==> src/design/bqc_pkg.sv <==
package bqc_pkg;

  localparam int SAMPLE_W = 16;
  localparam int COEF_W   = 18;
  localparam int DATA_W   = 32;
  localparam int PROD_W   = COEF_W + DATA_W;      // one coefficient times one delay value
  localparam int ACC_W    = PROD_W + 2;           // room for three products
  localparam int SHIFT    = 15;                   // Q2.15 scaling
  localparam int SUM_W    = ACC_W - SHIFT + 1;    // x minus shifted feedback
  localparam int SLOTS    = 5;

  localparam logic [1:0] MODE_FILTER = 2'd0;
  localparam logic [1:0] MODE_COEF   = 2'd1;
  localparam logic [1:0] MODE_CLEAR  = 2'd2;

  localparam logic [2:0] SLOT_B0 = 3'd0;
  localparam logic [2:0] SLOT_B1 = 3'd1;
  localparam logic [2:0] SLOT_B2 = 3'd2;
  localparam logic [2:0] SLOT_A1 = 3'd3;
  localparam logic [2:0] SLOT_A2 = 3'd4;

  // operand pair fed to the shared multiplier
  typedef enum logic [2:0] {
    MS_A1_W1 = 3'd0,
    MS_A2_W2 = 3'd1,
    MS_B0_W  = 3'd2,
    MS_B1_W1 = 3'd3,
    MS_B2_W2 = 3'd4
  } mul_sel_t;

  typedef struct packed {
    logic     load_sample;
    logic     write_coef;
    logic     clear_hist;
    logic     mul_en;
    mul_sel_t mul_sel;
    logic     acc_load;
    logic     acc_add;
    logic     calc_w;
    logic     calc_y;
    logic     load_out;
  } cmd_t;

  function automatic logic signed [DATA_W-1:0] sat32(input logic signed [SUM_W-1:0] v);
    logic signed [SUM_W-1:0] hi;
    logic signed [SUM_W-1:0] lo;
    hi = SUM_W'(32'sh7FFF_FFFF);
    lo = SUM_W'(32'sh8000_0000);
    if (v > hi) begin
      return DATA_W'(32'h7FFF_FFFF);
    end else if (v < lo) begin
      return DATA_W'(32'h8000_0000);
    end
    return v[DATA_W-1:0];
  endfunction

  function automatic logic signed [SAMPLE_W-1:0] sat16(input logic signed [DATA_W-1:0] v);
    if (v > 32'sd32767) begin
      return 16'sh7FFF;
    end else if (v < -32'sd32768) begin
      return 16'sh8000;
    end
    return v[SAMPLE_W-1:0];
  endfunction

endpackage

==> src/design/bqc_ctrl.sv <==
module bqc_ctrl #(
  parameter int NUM_SECTIONS = 4,
  parameter int SEC_W = (NUM_SECTIONS > 1) ? $clog2(NUM_SECTIONS) : 1
) (
  input  logic            clk,
  input  logic            rst,
  input  logic            in_valid,
  output logic            in_stall,
  input  logic [1:0]      mode,
  input  logic            out_blocked,
  output bqc_pkg::cmd_t   cmd,
  output logic [SEC_W-1:0] sec
);
  import bqc_pkg::*;

  typedef enum logic [8:0] {
    ST_IDLE   = 9'b000000001,
    ST_MUL_A1 = 9'b000000010,
    ST_MUL_A2 = 9'b000000100,
    ST_CALC_W = 9'b000001000,
    ST_MUL_B0 = 9'b000010000,
    ST_MUL_B1 = 9'b000100000,
    ST_MUL_B2 = 9'b001000000,
    ST_CALC_Y = 9'b010000000,
    ST_DONE   = 9'b100000000
  } state_t;

  state_t state, state_next;
  logic [SEC_W-1:0] sec_next;
  logic last_sec;
  logic accept;

  assign in_stall = (state != ST_IDLE);
  assign accept   = in_valid && !in_stall;
  assign last_sec = (sec == SEC_W'(NUM_SECTIONS - 1));

  always_comb begin
    state_next = state;
    sec_next   = sec;
    cmd        = '0;
    cmd.mul_sel = MS_A1_W1;
    unique case (state)
      ST_IDLE: begin
        if (in_valid) begin
          unique case (mode)
            MODE_FILTER: begin
              cmd.load_sample = 1'b1;
              sec_next        = '0;
              state_next      = ST_MUL_A1;
            end
            MODE_COEF:  cmd.write_coef = 1'b1;
            MODE_CLEAR: cmd.clear_hist = 1'b1;
            default: ;
          endcase
        end
      end
      ST_MUL_A1: begin
        cmd.mul_en  = 1'b1;
        cmd.mul_sel = MS_A1_W1;
        state_next  = ST_MUL_A2;
      end
      ST_MUL_A2: begin
        cmd.mul_en   = 1'b1;
        cmd.mul_sel  = MS_A2_W2;
        cmd.acc_load = 1'b1;
        state_next   = ST_CALC_W;
      end
      ST_CALC_W: begin
        cmd.calc_w = 1'b1;
        state_next = ST_MUL_B0;
      end
      ST_MUL_B0: begin
        cmd.mul_en  = 1'b1;
        cmd.mul_sel = MS_B0_W;
        state_next  = ST_MUL_B1;
      end
      ST_MUL_B1: begin
        cmd.mul_en   = 1'b1;
        cmd.mul_sel  = MS_B1_W1;
        cmd.acc_load = 1'b1;
        state_next   = ST_MUL_B2;
      end
      ST_MUL_B2: begin
        cmd.mul_en  = 1'b1;
        cmd.mul_sel = MS_B2_W2;
        cmd.acc_add = 1'b1;
        state_next  = ST_CALC_Y;
      end
      ST_CALC_Y: begin
        cmd.calc_y = 1'b1;
        if (last_sec) begin
          state_next = ST_DONE;
        end else begin
          sec_next   = sec + 1'b1;
          state_next = ST_MUL_A1;
        end
      end
      ST_DONE: begin
        // hold the finished sample until the output register frees up
        if (!out_blocked) begin
          cmd.load_out = 1'b1;
          state_next   = ST_IDLE;
        end
      end
      default: state_next = ST_IDLE;
    endcase
  end

  always_ff @(posedge clk) begin
    if (rst) begin
      state <= ST_IDLE;
      sec   <= '0;
    end else begin
      state <= state_next;
      sec   <= sec_next;
    end
  end

  a_sec_range: assert property (@(posedge clk) disable iff (rst)
    sec <= SEC_W'(NUM_SECTIONS - 1))
    else $error("section counter out of range");

  a_filter_start: assert property (@(posedge clk) disable iff (rst)
    (accept && mode == MODE_FILTER) |=> (state == ST_MUL_A1 && sec == '0))
    else $error("filter transfer did not start the first section");

  a_other_idle: assert property (@(posedge clk) disable iff (rst)
    (accept && mode != MODE_FILTER) |=> state == ST_IDLE)
    else $error("non-filter transfer left idle");

  a_last_done: assert property (@(posedge clk) disable iff (rst)
    (state == ST_CALC_Y && last_sec) |=> state == ST_DONE)
    else $error("last section did not finish");

  a_out_free: assert property (@(posedge clk) disable iff (rst)
    cmd.load_out |-> !out_blocked)
    else $error("output overwritten while held");

endmodule

==> src/design/bqc_datapath.sv <==
module bqc_datapath #(
  parameter int NUM_SECTIONS = 4,
  parameter int SEC_W = (NUM_SECTIONS > 1) ? $clog2(NUM_SECTIONS) : 1
) (
  input  logic                                   clk,
  input  logic                                   rst,
  input  bqc_pkg::cmd_t                          cmd,
  input  logic [SEC_W-1:0]                       sec,
  input  logic signed [bqc_pkg::SAMPLE_W-1:0]    sample_in,
  input  logic [2:0]                             section_index,
  input  logic [2:0]                             coef_slot,
  input  logic signed [bqc_pkg::COEF_W-1:0]      coef_value,
  output logic                                   out_valid,
  input  logic                                   out_stall,
  output logic signed [bqc_pkg::SAMPLE_W-1:0]    sample_out,
  output logic                                   out_blocked
);
  import bqc_pkg::*;

  logic signed [DATA_W-1:0] delay_one [NUM_SECTIONS];
  logic signed [DATA_W-1:0] delay_two [NUM_SECTIONS];
  logic signed [COEF_W-1:0] coef [NUM_SECTIONS][SLOTS];

  logic signed [DATA_W-1:0]  x;     // section input, then section output
  logic signed [DATA_W-1:0]  w;
  logic signed [PROD_W-1:0]  prod;
  logic signed [ACC_W-1:0]   acc;

  logic signed [COEF_W-1:0]  coef_op;
  logic signed [DATA_W-1:0]  data_op;
  logic signed [PROD_W-1:0]  prod_next;
  logic signed [ACC_W-1:0]   sum;
  logic signed [ACC_W-SHIFT-1:0] sum_shr;
  logic signed [SUM_W-1:0]   w_pre;
  logic coef_ok;

  always_comb begin
    case (cmd.mul_sel)
      MS_A1_W1: begin
        coef_op = coef[sec][SLOT_A1];
        data_op = delay_one[sec];
      end
      MS_A2_W2: begin
        coef_op = coef[sec][SLOT_A2];
        data_op = delay_two[sec];
      end
      MS_B0_W: begin
        coef_op = coef[sec][SLOT_B0];
        data_op = w;
      end
      MS_B1_W1: begin
        coef_op = coef[sec][SLOT_B1];
        data_op = delay_one[sec];
      end
      MS_B2_W2: begin
        coef_op = coef[sec][SLOT_B2];
        data_op = delay_two[sec];
      end
      default: begin
        coef_op = '0;
        data_op = '0;
      end
    endcase
  end

  assign prod_next = coef_op * data_op;
  assign sum       = acc + ACC_W'(prod);
  assign sum_shr   = sum[ACC_W-1:SHIFT];   // arithmetic shift, floors
  assign w_pre     = SUM_W'(x) - SUM_W'(sum_shr);

  assign coef_ok = ({1'b0, section_index} < 4'(NUM_SECTIONS)) && (coef_slot < 3'(SLOTS));

  assign out_blocked = out_valid && out_stall;

  always_ff @(posedge clk) begin
    if (cmd.mul_en) begin
      prod <= prod_next;
    end
    if (cmd.acc_load) begin
      acc <= ACC_W'(prod);
    end else if (cmd.acc_add) begin
      acc <= sum;
    end
    if (cmd.load_sample) begin
      x <= DATA_W'(sample_in);
    end else if (cmd.calc_y) begin
      x <= sat32(SUM_W'(sum_shr));
    end
    if (cmd.calc_w) begin
      w <= sat32(w_pre);
    end
    if (cmd.load_out) begin
      sample_out <= sat16(x);
    end
  end

  always_ff @(posedge clk) begin
    if (rst) begin
      out_valid <= 1'b0;
    end else if (cmd.load_out) begin
      out_valid <= 1'b1;
    end else if (!out_stall) begin
      out_valid <= 1'b0;
    end
  end

  always_ff @(posedge clk) begin
    if (rst || cmd.clear_hist) begin
      for (int s = 0; s < NUM_SECTIONS; s++) begin
        delay_one[s] <= '0;
        delay_two[s] <= '0;
      end
    end else if (cmd.calc_y) begin
      delay_two[sec] <= delay_one[sec];
      delay_one[sec] <= w;
    end
  end

  always_ff @(posedge clk) begin
    if (rst) begin
      for (int s = 0; s < NUM_SECTIONS; s++) begin
        for (int k = 0; k < SLOTS; k++) begin
          coef[s][k] <= '0;
        end
      end
    end else if (cmd.write_coef && coef_ok) begin
      coef[section_index[SEC_W-1:0]][coef_slot] <= coef_value;
    end
  end

endmodule

==> src/design/biquad_cascade_iir_filter.sv <==
// Cascade of direct-form-II biquad sections for 16-bit audio.
// Input channel: in_valid/in_stall with mode, sample_in, section_index,
// coef_slot, coef_value. Mode 0 filters sample_in through every section,
// mode 1 writes one Q2.15 coefficient (out-of-range section or slot is
// ignored), mode 2 clears the history of all sections, mode 3 is ignored.
// Output channel: out_valid/out_stall with sample_out, one transfer per
// mode 0 item, saturated to 16 bits.
// One shared 18x32 multiplier handles the five products of each section
// in sequence: a1 and a2, a step forming w, b0, b1 and b2, a step forming
// y. A filter item is taken in idle; after the last section its result is
// loaded into the output register and the block returns to idle, where
// the next item can be taken. Coefficient and clear items are handled in
// idle without leaving it. in_stall is high whenever a sample is in flight.
// A finished result sits in the output register while the next item is
// taken; if a second result completes while the first is still stalled,
// the block waits with in_stall high until the output register drains.
// Synchronous reset clears all coefficients and history and empties the
// output register.
module biquad_cascade_iir_filter #(
  parameter int NUM_SECTIONS = 4
) (
  input  logic                                clk,
  input  logic                                rst,
  input  logic                                in_valid,
  output logic                                in_stall,
  input  logic [1:0]                          mode,
  input  logic signed [bqc_pkg::SAMPLE_W-1:0] sample_in,
  input  logic [2:0]                          section_index,
  input  logic [2:0]                          coef_slot,
  input  logic signed [bqc_pkg::COEF_W-1:0]   coef_value,
  output logic                                out_valid,
  input  logic                                out_stall,
  output logic signed [bqc_pkg::SAMPLE_W-1:0] sample_out
);
  import bqc_pkg::*;

  localparam int SEC_W = (NUM_SECTIONS > 1) ? $clog2(NUM_SECTIONS) : 1;

  cmd_t             cmd;
  logic [SEC_W-1:0] sec;
  logic             out_blocked;

  bqc_ctrl #(
    .NUM_SECTIONS(NUM_SECTIONS),
    .SEC_W(SEC_W)
  ) u_ctrl (
    .clk(clk),
    .rst(rst),
    .in_valid(in_valid),
    .in_stall(in_stall),
    .mode(mode),
    .out_blocked(out_blocked),
    .cmd(cmd),
    .sec(sec)
  );

  bqc_datapath #(
    .NUM_SECTIONS(NUM_SECTIONS),
    .SEC_W(SEC_W)
  ) u_datapath (
    .clk(clk),
    .rst(rst),
    .cmd(cmd),
    .sec(sec),
    .sample_in(sample_in),
    .section_index(section_index),
    .coef_slot(coef_slot),
    .coef_value(coef_value),
    .out_valid(out_valid),
    .out_stall(out_stall),
    .sample_out(sample_out),
    .out_blocked(out_blocked)
  );

endmodule

==> config.mk <==
export PLATFORM = sky130hd
export DESIGN_NAME = biquad_cascade_iir_filter
export DESIGN_NICKNAME = d
export VERILOG_FILES = /design/src/design/bqc_pkg.sv /design/src/design/bqc_ctrl.sv /design/src/design/bqc_datapath.sv /design/src/design/biquad_cascade_iir_filter.sv
export SDC_FILE = /design/constraint.sdc
export NUM_CORES = 2
export LEC_CHECK = 0
export BUFFER_PORTS_ARGS = -buffer_cell sky130_fd_sc_hd__buf_4
export CAP_MARGIN = 20
export CORE_ASPECT_RATIO = 0.5
export CORE_MARGIN = 2
export CORE_UTILIZATION = 45
export DETAILED_ROUTE_END_ITERATION = 6
export HOLD_SLACK_MARGIN = 0.02
export PLACE_DENSITY = 0.56
export SYNTH_ARGS = -nofsm -noshare
export SYNTH_HDL_FRONTEND = slang
export SYNTH_HIERARCHICAL = 1
export SYNTH_SLANG_ARGS = --single-unit
export TNS_END_PERCENT = 100
==> constraint.sdc <==
create_clock -name clk -period 16.9 [get_ports clk]
set_clock_uncertainty 0.1 [all_clocks]
set_input_delay 0.845 -clock clk [delete_from_list [all_inputs] [get_ports clk]]
set_output_delay 0.845 -clock clk [all_outputs]
set_load 0.005 [all_outputs]
After elaboration in Yosys (flattened, before gate mapping)
Memories as Yosys holds them, arrays and structs flattened. A register that Yosys moved wholly into a read port is not among the register bits. Index checks and enable logic that the tools add are counted.

Add/sub/neg operators: 3. $mul: 1. Magnitude comparators: 10. Equality and inequality tests: 22. Muxes and demuxes: 75. Bitwise operators: 1. Reductions and logical operators: 18.

Operators with widths (number): $mux 32 (10); $mux 90 (3); $mux 52 (2); $pmux 32 s3 (1); $pmux 18 s5 (1); $reduce_or 90->1 (1); $pmux 9 s9 (1); $reduce_or 32->1 (2); $demux 18 s3 (1); $add 52x50->52 (1); $mul 18x32->50 (1); $mux 16 (3); $gt 38x32->1 const B (1); $lt 38x32->1 const B (1); $sub 32x37->38 (1); $gt 37x32->1 const B (1); $lt 37x32->1 const B (1); $mux 9 (4); $gt 32x16->1 const B (1); $lt 32x16->1 const B (1); $mux 1 (32); $mux 2 (12); $pmux 4 s5 (1); $mux 18 (1); 32 further kinds (46).

Register bits after elaboration: 194. RAM bits: 616. Input port bits: 46. Memories: 3.

Memories: u_datapath.coef (depth 4, width 90, rd ports 1, clocked after memory_dff 1, write ports 4, RTL line bqc_datapath.sv:22) `logic signed [COEF_W-1:0] coef [NUM_SECTIONS][SLOTS];`; u_datapath.delay_one (depth 4, width 32, rd ports 1, clocked after memory_dff 1, write ports 4, RTL line bqc_datapath.sv:20) `logic signed [DATA_W-1:0] delay_one [NUM_SECTIONS];`; u_datapath.delay_two (depth 4, width 32, rd ports 1, clocked after memory_dff 1, write ports 4, RTL line bqc_datapath.sv:21) `logic signed [DATA_W-1:0] delay_two [NUM_SECTIONS];`.

Longest topological paths before layout
Depth after elaboration: 10. Gate-level depth with buffers: 41. Depth with buffers taken out: 36.

By module
Netlist, hierarchy kept.

Modules (own cells, without submodules): bqc_datapath (instances 1, cells each 5216, area an instance 59652.2 sq um, seq. area each 23983.0 sq um); bqc_ctrl (instances 1, cells each 91, area an instance 726.9 sq um, seq. area each 220.2 sq um).

Least setup slack after synthesis
Ideal clock, no wire load.

Kind: register -> register. Start: register u_ctrl.state[2]. End: register u_datapath.prod[48] (data pin). Library setup time: 195 ps. Arrival: 10114 ps. Path slack: 6491 ps. Stages on the path, launching flop included: 41. Path buffers: 7. Clock period less this slack: 10409 ps. Path through: dfxtp_1 buf_6 or4_4 nor2_1 nand2_1 nor2_1 buf_1 buf_1 clkbuf_1 clkbuf_1 clkbuf_1 a21oi_1 o21ai_1 nand2_1 fa_1 inv_1 fa_1 inv_1 [... 5 more ...] fa_1 inv_1 ha_1 clkbuf_1 a211oi_1 nand2_1 a221o_1 a31oi_1 o31ai_1 a31oi_1 o31ai_1 a21oi_1 a211oi_1 nor3b_1 o21a_1 o21a_1 o21a_1 o311ai_0.

RTL lines: from (decl) (RTL line bqc_ctrl.sv:28) `state_t state, state_next;`; from (signal assigned) (RTL line bqc_ctrl.sv:114) `state <= state_next;`; to (signal assigned) (RTL line bqc_datapath.sv:77) `prod <= prod_next;`; to (decl) (RTL line bqc_datapath.sv:26) `logic signed [PROD_W-1:0] prod;`.

==> results.tsv <==
metric	value	unit
max_cap_violations	0	
via_count	39850	
port_buffers	63	
flop_pwr_share	33.0	%
internal_power	4745	uW
via_per_inst	5.603	
initial_core_utilization	45.63	%
postSynthNetCount	6114	
grt_pass1_wl	264200	um
arrival_time_reported_for_the_critical_path_endpoint	12200	ps
postRouteAntennaNets	0	
max_stage_delay	740	ps
post_cts_buffers	0	
timing.final.hold_violations	0	
dr.pass1.iters	6	
period_share	70.38	%
static_leakage	0.02680	uW
tritoncts	yes	
worst_setup_path_start_kind	flop	
post_synth.cell_area_avg	11.38	um2
yosys.cell_types.count	97	
transition_time_of_the_tightest_slew_check_pin	1135	ps
synth.yosys.seq_area_share	40.09	%
timing.setup.critical_path_class	flop to flop	
final_nets	6075	
post_detailed_route_wirelength_per_cell	24.24	um
setup-violations-final	0	
top_level_ports	64	
postSynthRegisterBits	810	
cp_common_cell	fa_1	
syn_to_final_growth	8.884	%
clock_power_share	25.8	%
critical_path.slowest_cell	nor2_4	
row_count	94	
synth-main-ff-cell	edfxtp_1	
route.final.wire_length	172400	um
drc_marker_count_from_the_first_detailed_route_iteration	3493	
tritoncts.num_buffers	82	
gr-total-overflow	0	
cp_max_fo	65	
unrepaired_setup_endpoints_after_global_routing	false	
cts.path.max_buffers	3	
clk_pin_slew_worst_paths	60	ps
grt_met1_usage	37.73	%
synth.cell_area	60380	um2
power.net_switching	2742	uW
peakVddDrop	0.0001188	V
sw_frac_of_total	36.62	%
synth-async-reset-ratio	0	%
pwr-share-comb	41.2	%
cell_area_power_density	113.9	nW/um2
chip_height	263.0	um
slew_headroom	23.82	%
layout_setup_ws	5006	ps
drive_gt1_share	10.71	%
core-area	132300	um2
cts_root_buffer	clkbuf_16	
drc_violations_left	0	
post_cts.resized_instances	0	
final_period_demand_of_the_worst_path	11890	ps
dp_hpwl	125600	um
grt_antenna_before_repair	4	
fillers	11780	
groute.layer.met2.usage	39.70	%
slew_violations	0	
synth_enable_flop_cells	798	
grt_usage	25.69	%
top_usage_layer	met2	
hp_class	input pin to flop	
timing.fmax	84.08	MHz
use_met3	4.286	%
outcome	finished clean	
largest_net_degree_at_the_start_of_global_routing	88	
cts_max_level	3	
dieWidth	522.0	um
clkLatencyLatePin	700	ps
place.gp.congestion	0.9444	
fp.dieArea	137300	um2
final.setup.tns	0	ps
syn_inst	5307	
grt_pass1_vias	41290	
placement.setup.worst_slack	5101	ps
tritoncts_num_sinks	810	
postCtsHoldBufs	0	
yosysWarnings	6	
worst-endpoint-required	17210	ps
worst_setup_path_end_kind	flop	
-- layout make-up --
type	count	area [um2]	area share [%]
repair buffers	150	1222	1.859
inverters	733	2751	4.185
diodes	4	10.01	0.01523
multi-input cells	3491	32530	49.48
clock buffers	94	2118	3.222
well taps	1776	2222	3.380
flip-flops and latches	810	24210	36.83
clock inverters	54	675.6	1.028
-- through the flow --
stage / hold slack, ps / power [uW] / instance area, um2 / util [%] / cells
3_5_place_dp: 430.3 / 5589 / 62860 / 47.51 / 6957
4_1_cts: 294.9 / 7543 / 65650 / 49.62 / 7105
5_1_grt: 310.4 / 7999 / 65740 / 49.68 / 7109
6_report: 347.9 / 7488 / 65740 / 49.69 / 7112
3_3_place_gp: 426.2 / 5553 / 62780 / 47.44 / 6950
2_1_floorplan: 380.2 / 4691 / 60380 / - / 5307
-- cells by family after synthesis --
group,Yosys count,share of synthesized area [%]
mux,234,7.495
buf+inv,1006,6.320
simple gates,1730,14.62
compound gates,633,6.863
flops,810,40.09
fa+ha+maj,763,22.72
xor+xnor,131,1.900
-- sequential cells by signal, indices dropped and copies added, names as in the netlist, 9 cells and up --
signal,flops
u_datapath/delay_one,128
u_datapath/prod,50
u_datapath/acc,52
u_datapath/delay_two,128
u_datapath/w,32
u_datapath/sample_out,16
u_datapath/x,32
u_ctrl/state,9
u_datapath/coef,360
-- worst max-delay path: cells and delay by family, from the launching register on --
family	cells	cell delay, ps
simple gates	9	2730
buf+inv	8	1950
flops	1	410
compound gates	10	2770
fa+ha+maj	7	3460
-- routing by layer --
| metal | wire length, um | vias to the layer above |
|---|---|---|
| met5 | 0 | - |
| met4 | 4299 | 0 |
| met3 | 11730 | 212 |
| met2 | 78050 | 1243 |
| met1 | 78330 | 20650 |
| li1 | - | 17750 |
-- Yosys cell counts, types with 14 or more instances --
library cell	n	area share (%)
and3_1	76	0.79
o21bai_1	24	0.30
a22oi_1	14	0.17
a211oi_1	26	0.32
mux2_2	25	0.47
ha_1	205	4.2
edfxtp_1	798	40
nor2_1	334	2.1
nand4_1	19	0.20
xor2_1	48	0.70
o21a_1	33	0.41
inv_1	733	4.6
nand3_1	29	0.24
nor3_1	25	0.21
a21oi_1	152	1.3
o21ai_1	39	0.32
and2_1	596	6.2
fa_1	556	18
clkbuf_1	232	1.4
xnor2_1	83	1.2
mux2i_1	37	0.61
nand2b_1	31	0.32
nor2b_1	45	0.47
buf_1	29	0.18
nand2_1	480	3.0
or2_2	33	0.34
mux4_2	172	6.4
a31oi_1	20	0.21
a22o_1	19	0.28
o21ai_0	128	1.1
a21o_1	69	0.86
-- worst paths after layout --
path	from	endpoint	slack, ps	cells past startpoint
worst max-delay path	u_ctrl/state[2]$_SDFFE_PP0P_	u_datapath/prod[48]$_DFFE_PP_	5010	34
worst min-delay path	sample_in[4]	u_datapath/x[4]$_DFFE_PP_	350	2
worst max register to register	u_ctrl/state[2]$_SDFFE_PP0P_	u_datapath/prod[48]$_DFFE_PP_	5010	34
worst min register to register	u_datapath/delay_one[0][16]$_SDFFCE_PN0P_	u_datapath/delay_two[0][16]$_SDFFCE_PN0P_	440	1
-- cell usage in the layout (no fill, tap or decap), types with 144 or more instances in the layout --
| cell type | instances |
|---|---|
| and2_1 | 596 |
| a21oi_1 | 152 |
| edfxtp_1 | 798 |
| ha_1 | 205 |
| nor2_1 | 322 |
| mux4_2 | 172 |
| buf_4 | 144 |
| nand2_1 | 479 |
| fa_1 | 556 |
| inv_1 | 733 |
-- power by group through the flow --
| stage | Combinational [uW] | Clock [uW] | Sequential [uW] |
|---|---|---|---|
| floorplan | 2200 | 0 | 2490 |
| global placement | 3040 | 0 | 2510 |
| detailed placement | 3080 | 0 | 2510 |
| CTS | 3100 | 1980 | 2470 |
| global route | 3470 | 2060 | 2470 |
| finish | 3090 | 1930 | 2470 |
Note: power is estimated with default switching activity, not from simulation.
